`config.mk`:
```
export PLATFORM = sky130hd
export DESIGN_NAME = nspd_mac_cell
export DESIGN_NICKNAME = d
export VERILOG_FILES = /design/src/rtl/nspd_pkg.sv /design/src/rtl/nspd_mac_cell.sv
export SDC_FILE = /design/constraint.sdc
export NUM_CORES = 1
export LEC_CHECK = 0
export BUFFER_PORTS_ARGS = -buffer_cell sky130_fd_sc_hd__buf_2
export CAP_MARGIN = 20
export CORE_UTILIZATION = 64
export CTS_BUF_LIST = sky130_fd_sc_hd__clkbuf_16
export DETAILED_ROUTE_END_ITERATION = 12
export PLACE_DENSITY = 0.91
export SYNTH_ARGS = -nofsm -noshare
export SYNTH_HDL_FRONTEND = slang
export SYNTH_SLANG_ARGS = --single-unit
```
`constraint.sdc`:
```
create_clock -name clk -period 18.85 [get_ports clk]
set_input_delay 3.77 -clock clk [delete_from_list [all_inputs] [get_ports clk]]
set_output_delay 3.77 -clock clk [all_outputs]
set_load 0.05 [all_outputs]
```
`src/rtl/nspd_pkg.sv`:
```
`timescale 1ns / 1ps
// ----------------------------------------------------------------------------
// nspd_pkg
// Types, sizes and constant tables shared by the phase-shift demodulator.
// ----------------------------------------------------------------------------
package nspd_pkg;

  localparam int MAX_STEPS       = 8;
  localparam int PHASE_FRAC_BITS = 13;

  localparam int SAMPLE_W = 8;
  localparam int STEP_W   = 4;
  localparam int THR_W    = 8;
  localparam int MAC_IW   = $clog2(MAX_STEPS);

  // Sine and cosine sums, Q1.14 weights times 8-bit samples.
  localparam int SC_W = 27;

  localparam int CORDIC_STEPS = 24;
  localparam int CORDIC_IW    = $clog2(CORDIC_STEPS);
  localparam int CORDIC_W     = 36;
  localparam int ANGLE_W      = 32;

  // The partial root is kept scaled by the current trial bit, so it needs
  // the full width of the radicand until the last cell.
  localparam int SQ_W       = 52;
  localparam int ROOT_W     = SQ_W;
  localparam int SQRT_CELLS = 26;
  localparam int SQRT_IW    = $clog2(SQRT_CELLS);

  // The modulation is the root divided by N*8192.
  localparam int NORM_SHIFT = 13;
  localparam int DIV_CELLS  = 13;
  localparam int DIV_IW     = $clog2(DIV_CELLS);

  localparam logic [ANGLE_W-1:0] TWO_PI_Q329 = 32'd3373259426;
  localparam int RAD_SHIFT = 61 - PHASE_FRAC_BITS;
  localparam int PHASE_W   = 65 - RAD_SHIFT;
  localparam logic [64:0] TWO_PI_FULL =
    ((65'(TWO_PI_Q329) << 32) + (65'(1) << (RAD_SHIFT - 1))) >> RAD_SHIFT;
  localparam logic [PHASE_W-1:0] TWO_PI_Q = TWO_PI_FULL[PHASE_W-1:0];

  // The phase path is shorter than the magnitude path by this many stages.
  localparam int PH_DELAY = (2 + SQRT_CELLS + DIV_CELLS) - (CORDIC_STEPS + 3);
  localparam int PIPE     = MAX_STEPS + 2 + SQRT_CELLS + DIV_CELLS + 1;

  localparam logic REG_STEP_COUNT = 1'b0;
  localparam logic REG_THRESHOLD  = 1'b1;

  localparam logic [STEP_W-1:0] STEP_COUNT_RESET = 4'd4;
  localparam logic [THR_W-1:0]  THRESHOLD_RESET  = 8'd10;

  typedef struct packed {
    logic [SAMPLE_W-1:0] sample_0;
    logic [SAMPLE_W-1:0] sample_1;
    logic [SAMPLE_W-1:0] sample_2;
    logic [SAMPLE_W-1:0] sample_3;
    logic [SAMPLE_W-1:0] sample_4;
    logic [SAMPLE_W-1:0] sample_5;
    logic [SAMPLE_W-1:0] sample_6;
    logic [SAMPLE_W-1:0] sample_7;
  } pixel_t;

  typedef struct packed {
    logic [15:0] wrapped_phase;
    logic [7:0]  modulation;
    logic        modulation_ok;
  } result_t;

  typedef logic [MAX_STEPS-1:0][SAMPLE_W-1:0] sample_vec_t;

  // Rows are N = 3 .. 8.
  localparam logic signed [15:0] SIN_W [0:5][0:7] = '{
    '{16'sd0, 16'sd14189, -16'sd14189, 16'sd0, 16'sd0, 16'sd0, 16'sd0, 16'sd0},
    '{16'sd0, 16'sd16384, 16'sd0, -16'sd16384, 16'sd0, 16'sd0, 16'sd0, 16'sd0},
    '{16'sd0, 16'sd15582, 16'sd9630, -16'sd9630, -16'sd15582, 16'sd0, 16'sd0,
      16'sd0},
    '{16'sd0, 16'sd14189, 16'sd14189, 16'sd0, -16'sd14189, -16'sd14189, 16'sd0,
      16'sd0},
    '{16'sd0, 16'sd12810, 16'sd15973, 16'sd7109, -16'sd7109, -16'sd15973,
      -16'sd12810, 16'sd0},
    '{16'sd0, 16'sd11585, 16'sd16384, 16'sd11585, 16'sd0, -16'sd11585,
      -16'sd16384, -16'sd11585}
  };

  localparam logic signed [15:0] COS_W [0:5][0:7] = '{
    '{16'sd16384, -16'sd8192, -16'sd8192, 16'sd0, 16'sd0, 16'sd0, 16'sd0, 16'sd0},
    '{16'sd16384, 16'sd0, -16'sd16384, 16'sd0, 16'sd0, 16'sd0, 16'sd0, 16'sd0},
    '{16'sd16384, 16'sd5063, -16'sd13255, -16'sd13255, 16'sd5063, 16'sd0, 16'sd0,
      16'sd0},
    '{16'sd16384, 16'sd8192, -16'sd8192, -16'sd16384, -16'sd8192, 16'sd8192,
      16'sd0, 16'sd0},
    '{16'sd16384, 16'sd10215, -16'sd3646, -16'sd14761, -16'sd14761, -16'sd3646,
      16'sd10215, 16'sd0},
    '{16'sd16384, 16'sd11585, 16'sd0, -16'sd11585, -16'sd16384, -16'sd11585,
      16'sd0, 16'sd11585}
  };

  // atan(2^-k) as a fraction of a turn, scaled by 2^32.
  localparam logic [ANGLE_W-1:0] ATAN_TURNS [0:CORDIC_STEPS-1] = '{
    32'd536870912, 32'd316933406, 32'd167458907, 32'd85004756, 32'd42667331,
    32'd21354465, 32'd10679838, 32'd5340245, 32'd2670163, 32'd1335087,
    32'd667544, 32'd333772, 32'd166886, 32'd83443, 32'd41722, 32'd20861,
    32'd10430, 32'd5215, 32'd2608, 32'd1304, 32'd652, 32'd326, 32'd163, 32'd81
  };

endpackage

```
`src/rtl/nspd_mac_cell.sv`:
```
`timescale 1ns / 1ps
// ----------------------------------------------------------------------------
// nspd_mac_cell
// One step of the sine and cosine sums: adds one weighted sample.
// ----------------------------------------------------------------------------
module nspd_mac_cell (
  input  logic                              clk,
  input  logic [nspd_pkg::MAC_IW-1:0]       idx,
  input  logic [nspd_pkg::STEP_W-1:0]       n,
  input  nspd_pkg::sample_vec_t             x_in,
  input  logic signed [nspd_pkg::SC_W-1:0]  s_in,
  input  logic signed [nspd_pkg::SC_W-1:0]  c_in,
  output nspd_pkg::sample_vec_t             x_out,
  output logic signed [nspd_pkg::SC_W-1:0]  s_out,
  output logic signed [nspd_pkg::SC_W-1:0]  c_out
);
  import nspd_pkg::*;

  logic [2:0]         row;
  logic               used;
  logic signed [15:0] ws;
  logic signed [15:0] wc;
  logic signed [8:0]  xv;
  logic signed [24:0] ps;
  logic signed [24:0] pc;

  always_comb begin
    row  = 3'(n - STEP_W'(3));
    used = STEP_W'(idx) < n;
    ws   = used ? SIN_W[row][idx] : 16'sd0;
    wc   = used ? COS_W[row][idx] : 16'sd0;
    xv   = signed'({1'b0, x_in[idx]});
    ps   = xv * ws;
    pc   = xv * wc;
  end

  always_ff @(posedge clk) begin
    x_out <= x_in;
    s_out <= s_in + SC_W'(ps);
    c_out <= c_in + SC_W'(pc);
  end

endmodule

```
# [Word-level counts from Yosys, hierarchy flattened]
# Memories as Yosys holds them, arrays and structs flattened.
# Index checks and enable logic that the tools add are counted.
[word_totals] ff_bits=118 latch_bits=0 ramBits=0 mem_bits_ro=2048 inputBits=126 out_inout_bits=118 word_cells=37 mem_count=2
[mem_list] name="(no name shown)" words=8 word_bits=128 rd=1 rd_clocked_by_memory_dff=0 wr=0 line="nspd_mac_cell.sv:31" rtl="wc = used ? COS_W[row][idx] : 16'sd0;"
[mem_list] name="(no name shown)" words=8 word_bits=128 rd=1 rd_clocked_by_memory_dff=0 wr=0 line="nspd_mac_cell.sv:30" rtl="ws = used ? SIN_W[row][idx] : 16'sd0;"
[classes] addsub=3 multipliers=2 div_mod_pow=0 n_lt_le_gt_ge=4 eq_ne=0 shifts=0 muxes=14 bitwise=2 n_reduce_logical=0
[op_table] op="two-way mux 128 bit" count=4
[op_table] op="binary-select mux 16 bit (select 3 bit)" count=2
[op_table] op="two-way mux 16 bit" count=6
[op_table] op="adder 27 x 25 -> 27 bit" count=2
[op_table] op="multiplier 9 x 16 -> 25 bit" count=2
[op_table] op="binary-select mux 8 bit (select 3 bit)" count=1
[op_table] op="greater-or-equal comparator 4 bit (second input constant)" count=2
[op_table] op="two-way mux 8 bit" count=1
[op_table] op="NOT 3 -> 4 bit" count=2
[op_table] op="less-than comparator 3 x 4 -> 1 bit" count=1
[op_table] op="less-than comparator 3 x 4 -> 1 bit (second input constant)" count=1
[op_table] op="subtractor 3 x 2 -> 3 bit (second input constant)" count=1

# [Logic depth before layout (Yosys ltp)]
# Gate-level depths: netlist of the first run.
[depth] ltp_word=11 mapped_depth=27 mapped_depth_nobuf=25

# [Least setup slack after synthesis of the first run]
# No wires, ideal clock.
[synth_timing] kind="input-to-reg" startpoint="input n[0] (netlist bit)" endpoint="register s_out[26] (netlist bit)" setup_ps=72 arrival_ps=9587 t_required_ps=18778 path_slack_ps=9191 cell_stages=25 path_buffers=2 path_cell_list="ha_1 -> xnor2_4 -> buf_2 -> buf_2 -> o221ai_1 -> o21ai_1 -> o211ai_1 -> nand2b_1 -> fa_1 -> inv_1 -> fa_1 -> inv_1 -> fa_1 -> inv_1 -> fa_1 -> inv_1 -> fa_1 -> inv_1 -> ha_1 -> a211oi_1 -> o21bai_1 -> o211ai_1 -> o41ai_1 -> a311oi_1 -> xnor2_1"
[synth_via] elab_chain_len=11 elab_cells_between_ends=12 cone_classes="2 x add/sub; 1 x mul; 1 x order compare; 6 x mux; 1 x bitwise; 1 x memory"
[synth_rtl] element="from (decl)" line="nspd_mac_cell.sv:9" rtl="input logic [nspd_pkg::STEP_W-1:0] n,"
[synth_rtl] element="subtractor 3 x 2 -> 3 bit" line="nspd_mac_cell.sv:28" rtl="row = 3'(n - STEP_W'(3));"
[synth_rtl] element="NOT 3 -> 4 bit (not written as such)" line="nspd_mac_cell.sv:30"
[synth_rtl] element="memory (8 x 128 bit)"
[synth_rtl] element="two-way mux 128 bit (not written as such) (2 in series)" line="nspd_mac_cell.sv:30"
[synth_rtl] element="binary-select mux 16 bit (select 3 bit)" line="nspd_mac_cell.sv:30"
[synth_rtl] element="two-way mux 16 bit (not written as such) (2 in series)" line="nspd_mac_cell.sv:30"
[synth_rtl] element="two-way mux 16 bit *" line="nspd_mac_cell.sv:30"
[synth_rtl] element="multiplier 9 x 16 -> 25 bit *" line="nspd_mac_cell.sv:33" rtl="ps = xv * ws;"
[synth_rtl] element="adder 27 x 25 -> 27 bit *" line="nspd_mac_cell.sv:39" rtl="s_out <= s_in + SC_W'(ps);"
[synth_rtl] element="to (signal assigned)" line="nspd_mac_cell.sv:39"
[synth_rtl] element="to (decl)" line="nspd_mac_cell.sv:14" rtl="output logic signed [nspd_pkg::SC_W-1:0] s_out,"
# Mark *: on every way between the ends. The rest lies on a longest branch, timed or not. The select of a mux whose other input is x is not followed.

# [Worst setup path after layout of the first run]
[layout_timing] startpoint="input idx[1] (netlist bit)" endpoint="register s_out[21] (netlist bit)"
[layout_via] elab_chain_len=7 elab_cells_between_ends=10 cone_classes="1 x add/sub; 1 x mul; 1 x order compare; 6 x mux; 1 x bitwise"
[layout_rtl] element="from (decl)" line="nspd_mac_cell.sv:8" rtl="input logic [nspd_pkg::MAC_IW-1:0] idx,"
[layout_rtl] element="NOT 3 -> 4 bit (not written as such)" line="nspd_mac_cell.sv:30"
[layout_rtl] element="binary-select mux 16 bit (select 3 bit)" line="nspd_mac_cell.sv:30"
[layout_rtl] element="two-way mux 16 bit (not written as such) (2 in series)" line="nspd_mac_cell.sv:30"
[layout_rtl] element="two-way mux 16 bit" line="nspd_mac_cell.sv:30"
[layout_rtl] element="multiplier 9 x 16 -> 25 bit *" line="nspd_mac_cell.sv:33"
[layout_rtl] element="adder 27 x 25 -> 27 bit *" line="nspd_mac_cell.sv:39"
# Marks and branches as above.

==> results of run 1 <==
## how the worst max path moves through the flow
stage / start / end / slack [ps]
5_1_grt: idx[1] / s_out[26]$_DFF_P_ / 7520
3_5_place_dp: idx[1] / s_out[21]$_DFF_P_ / 7500
6_report: idx[1] / s_out[21]$_DFF_P_ / 7850
3_3_place_gp: idx[1] / s_out[26]$_DFF_P_ / 7720
4_1_cts: idx[1] / s_out[21]$_DFF_P_ / 7990
2_1_floorplan: n[0] / s_out[26]$_DFF_P_ / 9190
## report_power, final
group / total [mW] / switching [mW] / internal (mW)
clock: 0.347 / 0.149 / 0.198
combinational: 2.78 / 1.75 / 1.03
sequential: 0.367 / 0.0150 / 0.352
total: 3.49 / 1.91 / 1.58
## metal layers
metal | share of wire (%) | wire length (um)
met1 | 37 | 15900
met2 | 49 | 21100
met3 | 8.6 | 3680
met4 | 5.1 | 2160
met5 | 0 | 0
## logic make-up (layout without fill, tap and decap cells)
logic type,Yosys count,after routing
adder cells (fa/ha/maj),380,380
XOR/XNOR,54,54
AO/OA/AOI/OAI,280,280
flip-flops,118,118
AND/OR/NAND/NOR,450,450
multiplexers,23,23
buffers and inverters,417,624
## Yosys cell counts, types with 5 or more instances
cell type / count / area share (%)
o22ai_1: 5 / 0.20
a211oi_1: 11 / 0.53
ha_1: 126 / 10
and3_1: 8 / 0.32
or2_2: 11 / 0.44
o21ai_1: 5 / 0.16
a211o_1: 5 / 0.28
nor3_1: 9 / 0.29
nand2_1: 83 / 2.0
a31oi_1: 11 / 0.44
mux4_2: 16 / 2.3
xnor2_1: 32 / 1.8
nor4_1: 5 / 0.20
buf_2: 28 / 0.90
o21ai_0: 50 / 1.6
xor2_1: 20 / 1.1
nand3_1: 40 / 1.3
clkbuf_1: 38 / 0.92
or3_1: 9 / 0.36
nand4_1: 21 / 0.84
mux2i_1: 7 / 0.45
o31ai_1: 5 / 0.24
dfxtp_1: 118 / 15
o21a_1: 11 / 0.53
inv_1: 340 / 8.2
o21bai_1: 5 / 0.24
nor2b_1: 5 / 0.20
a21o_1: 18 / 0.87
nand2b_1: 49 / 2.0
nor2_1: 191 / 4.6
or2_1: 8 / 0.32
fa_1: 254 / 33
a21oi_1: 94 / 3.0
o211ai_1: 12 / 0.58
## state kept, by name (all words and copies together), names as in the netlist
name,flops
c_out,27
s_out,27
x_out,64
## critical path, delay by kind of cell
family          cells  cell delay, ps
xor+xnor            1             150
compound gates      8            2420
simple gates        2             840
buf+inv             7             900
fa+ha+maj           7            3260
## cell type report
cell class	count	area [um^2]
Multi-Input combinational cell	1187	11600
Fill cell	1752	6190
Sequential cell	118	2360
Timing Repair Buffer	252	1280
Inverter	340	1280
Clock buffer	17	425
Tap cell	319	399
Clock inverter	15	169
## per-stage QoR
| step | total power [mW] | setup slack, ps | cells | hold slack, ps |
|---|---|---|---|---|
| after floorplan | 2.49 | 9190 | 1722 | 3800 |
| final | 3.49 | 7850 | 2248 | 3440 |
| after CTS | 3.47 | 7990 | 2247 | 3440 |
| after detailed placement | 3.08 | 7500 | 2215 | 3890 |
| after global routing | 3.81 | 7520 | 2248 | 3440 |
| after global placement | 3.00 | 7720 | 2215 | 3880 |
==> results by stage, run 1 <==
Outcome:
- The run finished with clean final reports.

Yosys:
- The top flip-flop cell by instance count after synthesis is dfxtp_1.
- The count of state elements after synthesis is 118.
- After synthesis the cells add up to 0.0156 mm^2.
- Averaged over all synthesized cells, the footprint is 9.04 um^2.
- The synthesized-area fraction occupied by ao, oa, aoi and oai cells is about 12%.
- The Yosys step of the flow raised 0 warnings.
- The number of nets produced by synthesis is 2,228.
- The main combinational cell family by area after synthesis is adder cells.
- The share of the synthesized netlist area taken by xor and xnor gates is 3.21%.
- The sequential-to-total area share from yosys stat is between 15 and 20%.
- After synthesis, the share of flip-flops with an asynchronous set or reset is 0%.
- The cell count after synthesis came out at 1,722.
- The synthesized netlist devotes 42.8% of its cell area to adder and majority cells.
- The share of synthesized cell area in and, or, nand and nor gates is a little over an eighth.
- The proportion of synthesized area in mux cells is 2.76%.
- The synthesized design contains 0 enable-type register cells.
- The number of distinct library cells after synthesis is 76.

GRT:
- The overflow left after global routing is 0.
- For this run, the total global-route usage over all layers was measured as between 30% and 40%.
- The number of antenna violations at the first check in global routing is 0.
- The layer flagged by global routing as most heavily used is met2.
- The met1 usage in global routing is 44.8%.
- For this run, global-route usage on met3 was measured as between 6 and 7%.
- The maximum number of pins on one net before global-route repair is 63.
- The first-pass GRT wire length is 69,800 um.
- The number of global-route vias before repair came to between 10,000 and 15,000.
- For met2 alone, demand over resource in global routing was about three fifths.

Drt:
- Dividing the detail-routed wire length by the instance count gives 19.0 um.
- The ratio of routed vias to standard cells is 5.97.
- The detailed router finished its first iteration with 1,429 violations.
- The first TritonRoute pass finished after 8 iterations.
- After detailed routing, the number of remaining DRC violations is 0.
- For this block, the routed nets add up to 42,800 um of wire.
- The number of antenna-violating nets in the routed design is 0.
- The via count is 13,414.

Final layout:
- Of the cells placed in the final design, the portion with a size suffix greater than 1 is 17.6%.
- The net count reported at finish is between 2,000 and 2,500.
- The repair_antennas step left the layout with diodes totalling 0.
- Leaving out fill and tap cells, the most frequent cells in the layout are inv_1, fa_1, buf_2, nor2_1, ha_1.
- The most common library cell in the layout ignoring fill and taps is inv_1.
- The final cell utilization of the core is 73.9%.
- The post-synthesis to final-layout area growth is 12.3%.
- After routing the design area is 0.0175 mm^2.

Setup path:
- The highest net fanout along the worst path is 62.
- The largest individual stage delay along the critical path comes from the cell o31ai_1.
- The classification of the worst setup path is in2reg.
- STA classifies the critical path startpoint as a primary input.
- The required arrival time at the worst endpoint is 19,210 ps.
- The biggest cell delay along the critical path is 610 ps.
- STA classifies the critical path endpoint as a flip-flop.
- For the worst setup path, the data arrival time is 11,360 ps.

Min path:
- The worst hold path belongs to the class in2reg.
- The number of cells traversed by the worst hold path is 1.
- The worst-case hold path end point is x_out[27]$_DFF_P_.
- The startpoint identified for the worst hold timing path is x_in[27].

Clocking:
- After clock tree synthesis, the clock-pin slew on the worst setup and hold paths is approximately 80 ps.
- After clock tree synthesis, the repair step resized 0 gates.
- CTS placed an instance of clkbuf_16 at the clock tree root.
- The clock drives about 120 sinks.
- The deepest clock path buffer count is 2.
- The number of levels in the clock H-tree is 4.
- The post-CTS setup-driven buffer insertion count is 0.
- TritonCTS built the clock tree.
- The hold buffer count at cts is 0.
- The CTS buffer count is 17.

Floorplan:
- The floorplan step set the die height to 158 um.
- The initial standard-cell utilization of the core is 65.8%.
- The overall die width is 158 um.
- During I/O placement, the number of pins put on the boundary was 244.
- The number of standard-cell rows in the floorplan is between 50 and 60.
- The area enclosed by the die boundary is 0.0250 mm^2.
- The placeable core area is between 0.02 and 0.025 mm^2.

Placement:
- The detailed placement HPWL is 33,000 um.
- The placer's final routability congestion estimate is roughly 0.95.
- The count of buffers added on input and output ports is 243.
- Summing all placed instances gives a cell area of 0.0169 mm^2.

Timing:
- The worst slew margin relative to its limit is 28.4%.
- The hold violation count in the final report is 0.
- The final number of max-transition violations is 0.
- For the pin with the worst max-slew slack, the measured transition is 1070 ps.
- In the final timing run, aggregate negative setup slack is 0 ps.
- Setup repair after global routing left no endpoint under its margin.
- The achievable clock frequency is 0.0909 GHz.
- The minimum clock period after layout is 11,000 ps.
- Of the available clock period, the critical path in the final layout requires 58.4%.
- The count of final setup violators is 0.

Run:
- The total of max-cap violations is 0.

Power:
- In this run the power density over the cells is roughly 200 mW/mm^2.
- IR analysis of the VDD net gives a maximum drop of 0.204 mV.
- The leakage power total is around 9.0 nW.
Power figures use the tool's default switching activity.
==> run 2, diff against run 1 <==
--- a/config.mk
+++ b/config.mk
@@ -7,10 +7,10 @@
 export LEC_CHECK = 0
 export BUFFER_PORTS_ARGS = -buffer_cell sky130_fd_sc_hd__buf_2
 export CAP_MARGIN = 20
-export CORE_UTILIZATION = 64
+export CORE_UTILIZATION = 54
 export CTS_BUF_LIST = sky130_fd_sc_hd__clkbuf_16
 export DETAILED_ROUTE_END_ITERATION = 12
-export PLACE_DENSITY = 0.91
+export PLACE_DENSITY = 0.82
 export SYNTH_ARGS = -nofsm -noshare
 export SYNTH_HDL_FRONTEND = slang
 export SYNTH_SLANG_ARGS = --single-unit
==> constraint.sdc (replaced) <==
create_clock -name clk -period 8.8 [get_ports clk]
set_input_delay 1.76 -clock clk [delete_from_list [all_inputs] [get_ports clk]]
set_output_delay 1.76 -clock clk [all_outputs]
set_load 0.05 [all_outputs]
==> run 2 against run 1 <==
Compared with the run above:
- cell count rose by 5.1%
- critical path depth shrank 1
- hold slack got worse by 2000 ps
- global-route usage fell by 6.2 points
- die area is 18% higher
- clock-buffer cell count is the same
- clock power grew 120%
- combinational power up 120%
- via count is 2.1% lower
- critical endpoint is now s_out[26]$_DFF_P_
- largest power group unchanged
- highest routed layer unchanged
==> results by stage, run 2 (same netlist as run 1, synthesis figures left out) <==
Power:
- The leakage power total was 9.31 nW (+3.2%).
- The power density over the cells is 423 mW/mm^2 (+110%).
- The overall power was 7.62 mW (+120%).
- The worst-case vdd ir drop came to 0.391 mV (+92%).

Timing:
- The measured slew at the worst slew-check pin is 739 ps (-326 ps).
- The count of final setup violators was 0 (unchanged).
- Timing would allow up to 0.123 GHz.
- The hold violation count in the final report was 0 (unchanged).
- Setup repair after global routing left no endpoint under its margin.
- The final number of max-transition violations is 0 (unchanged).
- The final critical path takes up approximately 93% of the cycle.
- Counting I/O delays and the setup requirement, the final critical path takes 8140 ps.
- The worst slew margin relative to its limit is 50.6% (+22 points).

GRT:
- The first-pass GRT wire length is 69,100 um (-0.94%).
- The number of global-route vias before repair was 13,827 (-1.0%).
- The overall fraction of global-route tracks in use is 30.2% (-6.2 points).
- The number of antenna violations at the first check in global routing is 0 (unchanged).
- The maximum number of pins on one net before global-route repair is 38 (-40%).
- The overflow left after global routing is 0 (unchanged).

Setup path:
- The classification of the worst setup path is in2reg.
- The required arrival time at the worst endpoint is 9130 ps (-10,080 ps).
- The signal arrival time at the worst endpoint is 8470 ps (-2890 ps).
- The element type at the critical path start is a primary input.
- The highest net fanout along the worst path is 32 (-48%).
- STA classifies the critical path endpoint as a flip-flop.

Final layout:
- In the layout the commonest cells are inv_1, fa_1, buf_2, nor2_1, ha_1.
- The final-layout fill cell count is 2,392 (+37%).
- The net count reported at finish is 2,477 (+2.3%).
- The largest registers in the layout are x_out: 64 flops, c_out: 27 flops, s_out: 27 flops.
- The final cell utilization of the core is 64.2% (-9.7 points).
- The post-synthesis to final-layout area growth is 15.7%.
- The antenna diode count is 0 (unchanged).
- More flip-flops sit in one register than any other, and that register is x_out.
- The share of final-layout standard cells stronger than drive strength 1 is 19.9% (+2.3 points).
- The flip-flop count of the largest register after layout is 64 (unchanged).
- The most common library cell in the layout ignoring fill and taps is inv_1.

Clocking:
- TritonCTS built the clock tree.
- The CTS buffer count is 17 (unchanged).
- The deepest clock path buffer count is 2 (unchanged).
- The number of gates given a new drive strength after cts is 0 (unchanged).
- The clock-pin slew on the worst setup and hold paths came to 70 ps (about the same).
- The hold buffer count at cts is 0 (unchanged).
- The master cell of the clock root buffer is clkbuf_16.
- The post-CTS setup-driven buffer insertion count is 0 (unchanged).
- The number of levels in the clock H-tree is 4 (unchanged).
- The CTS sink count is 118 (unchanged).

Min path:
- In this run the worst hold path is classified as in2reg.
- The number of cells traversed by the worst hold path is 1 (unchanged).

Placement:
- The detailed placement HPWL was 33,400 um (+1.4%).
- The placer's final routability congestion estimate is 0.994 (+4.4%).
- The number of buffer cells added on primary ports is 243 (unchanged).

Drt:
- The final routed DRC violation total is 0 (unchanged).
- The ratio of routed vias to standard cells is 5.56 (-6.8%).
- The detailed router's first-iteration violation count was 861 (-40%).
- The number of detailed-routing iterations run before antenna repair is 8 (unchanged).
- The routed wirelength normalized by instance count is 17.8 um (-6.6%).
- The via count is 13,138 (-2.1%).
- The number of antenna-violating nets in the routed design came to 0 (unchanged).
- The sum of routed wire length over all layers is 42,000 um (-1.9%).

Floorplan:
- The placeable core area is 0.0281 mm^2 (+19%).
- The number of standard-cell rows in the floorplan is 61 (+8.9%).
- The overall die width is 172 um (+8.8%).
- The area enclosed by the die boundary is 0.0295 mm^2 (+18%).
- The floorplan die height was 172 um (+8.8%).
- The initial standard-cell utilization of the core is 55.4% (-10 points).
- The top-level I/O count came to 244 (unchanged).

Run:
- The total of max-cap violations is 0 (unchanged).

Outcome:
- The run finished with clean final reports.
-- run 2: changes by cell type in the layout (fill, tap and decap cells not counted) --
| cell | delta |
|---|---|
| buf_4 | +52 |
| clkinv_1 | -1 |
| clkinvlp_4 | -2 |
| inv_8 | +3 |
| buf_6 | +1 |
| buf_12 | +2 |
-- run 2: final cells by class --
type / count / area (um^2) / share of cell area [%]
clock inverter: 15 / 184 / 1.02
inverter: 340 / 1280 / 7.08
tap: 378 / 473 / 2.62
multi-input combinational: 1187 / 11600 / 64.2
clock buffer: 17 / 425 / 2.36
timing repair buffer: 307 / 1730 / 9.57
sequential: 118 / 2360 / 13.1
-- run 2: path summary, 6_finish.rpt --
path / startpoint / endpoint
max: n[0] / s_out[26]$_DFF_P_
min: x_in[16] / x_out[16]$_DFF_P_
-- run 2: power by group --
| part | leakage (nW) | switching, mW | internal [mW] |
|---|---|---|---|
| Combinational | 8.02 | 3.73 | 2.34 |
| Clock | 0.301 | 0.335 | 0.432 |
| Sequential | 0.996 | 0.0323 | 0.754 |
-- run 2: stage by stage --
step                      hold WS [ps]  worst slack (ps)  TNS (ps)  instance area [um^2]  instances
after global placement            1870              16.7         0                 17400       2329
after floorplan                   1790              1150         0                 15600       1722
after detailed placement          1880             -14.3     -14.3                 17400       2329
final                             1430               657         0                 18000       2362
after CTS                         1430               438         0                 18000       2361
after global routing              1420               294         0                 18000       2362
-- run 2: critical path: stages --
cell	delay, ps
buf_2	240
ha_1	390
xor2_2	140
buf_12	190
nor3_1	520
o32ai_2	260
nand2_1	210
nor2_1	80
fa_1	510
inv_1	50
fa_1	530
inv_1	50
fa_1	440
fa_1	480
inv_1	50
fa_1	470
inv_1	40
ha_1	370
o21ai_0	170
o21ai_0	210
o211ai_1	210
o41ai_1	670
a311oi_1	240
xnor2_1	170
-- run 2: layer usage --
metal	GRT usage, %	share of wire, %	vias up
met3	4.49	6.3	123
met4	12.7	3.6	0
met1	37.8	41	6440
li1	-	-	6014
met2	51.9	50	561
met5	0	0	-
==> run 3, diff against run 2 <==
--- a/config.mk
+++ b/config.mk
@@ -10,6 +10,7 @@
 export CORE_UTILIZATION = 54
 export CTS_BUF_LIST = sky130_fd_sc_hd__clkbuf_16
 export DETAILED_ROUTE_END_ITERATION = 12
+export GPL_TIMING_DRIVEN = 0
 export PLACE_DENSITY = 0.82
 export SYNTH_ARGS = -nofsm -noshare
 export SYNTH_HDL_FRONTEND = slang
==> run 3 against run 2 <==
Compared with the run above:
- combinational power shrank 1%
- utilization decreased by 0.50 points
- clock power down 5.9%
- cell count up 0.59%
- worst setup slack worse by 430 ps
- clock-buffer cell count unchanged
- hold slack improved by 0.71 ps
- wire length up 9.0%
- via count is 3.3% higher
- die area is the same
- critical path type unchanged
- largest cell class unchanged
- highest routed layer unchanged
==> results by stage, run 3 (same netlist as run 1, synthesis figures left out) <==
Setup path:
- The element type at the critical path start is a primary input.
- The number of gates on the worst path with buffers counted is 23 (-4.2%).
- The critical-path cell with the highest stage delay is buf_1.
- Tracing the worst setup path back leads to its startpoint at idx[1].
- The required arrival time at the worst endpoint is 9150 ps (+20 ps).
- The worst setup path is captured at a flip-flop.
- The most common cell type on the critical path is fa_1.
- The setup path with the least slack is of type in2reg.
- The signal arrival time at the worst endpoint is 8930 ps (+460 ps).
- The biggest cell delay along the critical path is 550 ps (-120 ps).
- Among cell families on the critical path, the largest total delay comes from adder cells.
- The critical path ends at s_out[25]$_DFF_P_.
- The critical path buffer and inverter count is 7 (+1).
- The highest net fanout along the worst path was 10 (-69%).
- Traced cell by cell, the critical path runs through buf_2 -> buf_2 -> buf_2 -> mux4_2 -> nand2_1 -> nand2_2 -> buf_1 -> nand4_1 -> fa_1 -> inv_1 -> fa_1 -> fa_1 -> fa_1 -> inv_1 -> fa_1 -> inv_1 -> ha_1 -> a211o_1 -> a211oi_2 -> o31ai_2 -> o211a_1 -> a211oi_1 -> xnor2_1.

Placement:
- The number of buffer cells added on primary ports came to 241 (-0.82%).
- The post-placement cell area is 0.0173 mm^2 (-0.86%).
- The placer's final routability congestion estimate came to 1.02 (+2.3%).
- The post-placement worst setup slack is -469 ps (-454 ps).
- The detailed placement HPWL is 36,500 um (+9.1%).
- The number of placed cells counting well taps is 2,341 (+0.52%).

Final layout:
- Ranked by flip-flop count, first place goes to x_out.
- The final standard cell count with taps included and fillers excluded is 2,376 (+0.59%).
- The flip-flop count of the largest register after layout is 64 (unchanged).
- The multi-input gate area in the final layout is 0.0116 mm^2 (about the same).
- In the layout the commonest cells are inv_1, buf_2, fa_1, nor2_1, ha_1.
- The largest registers in the layout are x_out: 64 flops, c_out: 27 flops, s_out: 27 flops.
- The post-synthesis to final-layout area growth is 14.8%.
- The most common library cell in the layout ignoring fill and taps is inv_1.
- The sequential cell area is 0.00236 mm^2 (unchanged).
- The final-layout fill cell count is 2,405 (+0.54%).
- The final cell utilization of the core is 63.7% (-0.50 points).
- The share of final-layout standard cells stronger than drive strength 1 is 18.4% (-1.5 points).
- The final design instance area without fill was 0.0179 mm^2 (-0.78%).
- The net count reported at finish is 2,489 (+0.48%).

Drt:
- The number of detailed-routing iterations run before antenna repair was 6 (-2).
- The ratio of routed vias to standard cells was 5.71 (+2.6%).
- The sum of routed wire length over all layers is 45,800 um (+9.0%).
- The via count came to 13,565 (+3.3%).
- The number of antenna-violating nets in the routed design was 0 (unchanged).
- The routed wirelength normalized by instance count was 19.3 um (+8.4%).
- The detailed router's first-iteration violation count came to 1,115 (+30%).
- The final routed DRC violation total is 0 (unchanged).

Floorplan:
- The top-level I/O count is 244 (unchanged).
- The floorplan die height was 172 um (unchanged).
- The initial standard-cell utilization of the core came to 55.4% (unchanged).
- The overall die width is 172 um (unchanged).
- The placeable core area is 0.0281 mm^2 (unchanged).
- The area enclosed by the die boundary came to 0.0295 mm^2 (unchanged).
- The number of standard-cell rows in the floorplan is 61 (unchanged).

Timing:
- The count of final setup violators is 0 (unchanged).
- The final setup slack of the worst path is 227 ps (-430 ps).
- The share of the clock period used by the worst path after layout is 97.4% (+4.9 points).
- The worst slew margin relative to its limit is 33.9% (-17 points).
- The achievable clock frequency was 0.117 GHz (-5.0%).
- The final number of max-transition violations came to 0 (unchanged).
- The hold violation count in the final report came to 0 (unchanged).
- The measured slew at the worst slew-check pin is 963 ps (+224 ps).
- The minimum clock period after layout is 8570 ps (+430 ps).

Power:
- The leakage power total is 9.20 nW (-1.2%).
- The power dissipated by switching net loads is 4.15 mW (+1.3%).
- The internal power component is 3.35 mW (-5.0%).
- The power density over the cells was 419 mW/mm^2 (-0.85%).
- The switching share of total power is 55.4% (+1.6 points).
- The part of the total power dissipated in sequential elements is 10.5% (+0.2 points).
- The clock network power share is 9.6% (-0.5 points).
- The logic gate share of total power is 79.9% (+0.3 points).
- The worst-case vdd ir drop is 0.423 mV (+8.2%).

Clocking:
- The CTS buffer count is 17 (unchanged).
- The clock-pin slew on the worst setup and hold paths came to 70 ps (about the same).
- The CTS sink count was 118 (unchanged).
- The number of levels in the clock H-tree is 4 (unchanged).
- TritonCTS built the clock tree.
- The hold buffer count at cts was 0 (unchanged).
- The deepest clock path buffer count is 2 (unchanged).
- The master cell of the clock root buffer is clkbuf_16.

Min path:
- The min-delay analysis places its worst path in the category in2reg.
- The number of cells traversed by the worst hold path was 1 (unchanged).

GRT:
- The maximum number of pins on one net before global-route repair is 17 (-55%).
- The first-pass GRT wire length came to 72,400 um (+4.7%).
- The overall fraction of global-route tracks in use is 32.3% (+2.1 points).
- The number of global-route vias before repair is 13,868 (+0.30%).
- The overflow left after global routing is 0 (unchanged).
- The number of antenna violations at the first check in global routing is 0 (unchanged).

Outcome:
- The run finished with clean final reports.

Run:
- The total of max-cap violations is 0 (unchanged).
[run 3: power by group through the flow]
stage                     clock, mW  sequential, mW  combinational (mW)
after global placement            0           0.792                5.66
final                         0.721           0.785                5.99
after floorplan                   0            1.30                4.04
after CTS                     0.729           0.787                5.90
after global routing          0.750           0.802                6.64
after detailed placement          0           0.796                5.80
[run 3: what timing repair did]
action,4_1_cts,5_1_grt
buffers inserted,0,1
gates resized for setup,1,10
pin swaps,0,1
endpoints found under the setup margin,1,19
[run 3: area by class of cell]
class / count / area share, %
antenna: 2 / 0.0280
buffer: 77 / 2.12
clock buffer: 17 / 2.38
clock inverter: 15 / 0.896
inverter: 340 / 7.14
multi-input combinational: 1187 / 64.8
sequential: 118 / 13.2
tap: 378 / 2.65
timing repair buffer: 242 / 6.79
[run 3: worst min-delay path by stage]
| stage | from | endpoint | slack [ps] |
|---|---|---|---|
| floorplan | x_in[0] | x_out[0]$_DFF_P_ | 1790 |
| global placement | x_in[11] | x_out[11]$_DFF_P_ | 1870 |
| detailed placement | x_in[25] | x_out[25]$_DFF_P_ | 1880 |
| CTS | x_in[7] | x_out[7]$_DFF_P_ | 1420 |
| global route | x_in[32] | x_out[32]$_DFF_P_ | 1430 |
| finish | x_in[7] | x_out[7]$_DFF_P_ | 1430 |
[run 3: routing by layer]
metal	track usage [%]	up-vias	part of all wire [%]
li1	-	6029	-
met1	40.9	6665	40
met2	54.0	741	49
met3	6.30	130	8.2
met4	13.6	0	3.7
met5	0	-	0
[run 3: metrics by stage]
step / total power [mW] / hold WS [ps] / setup TNS, ps
6_report: 7.50 / 1430 / 0
4_1_cts: 7.42 / 1420 / 0
2_1_floorplan: 5.34 / 1790 / 0
3_3_place_gp: 6.45 / 1870 / -3040
3_5_place_dp: 6.60 / 1880 / -3770
5_1_grt: 8.19 / 1430 / -24.1
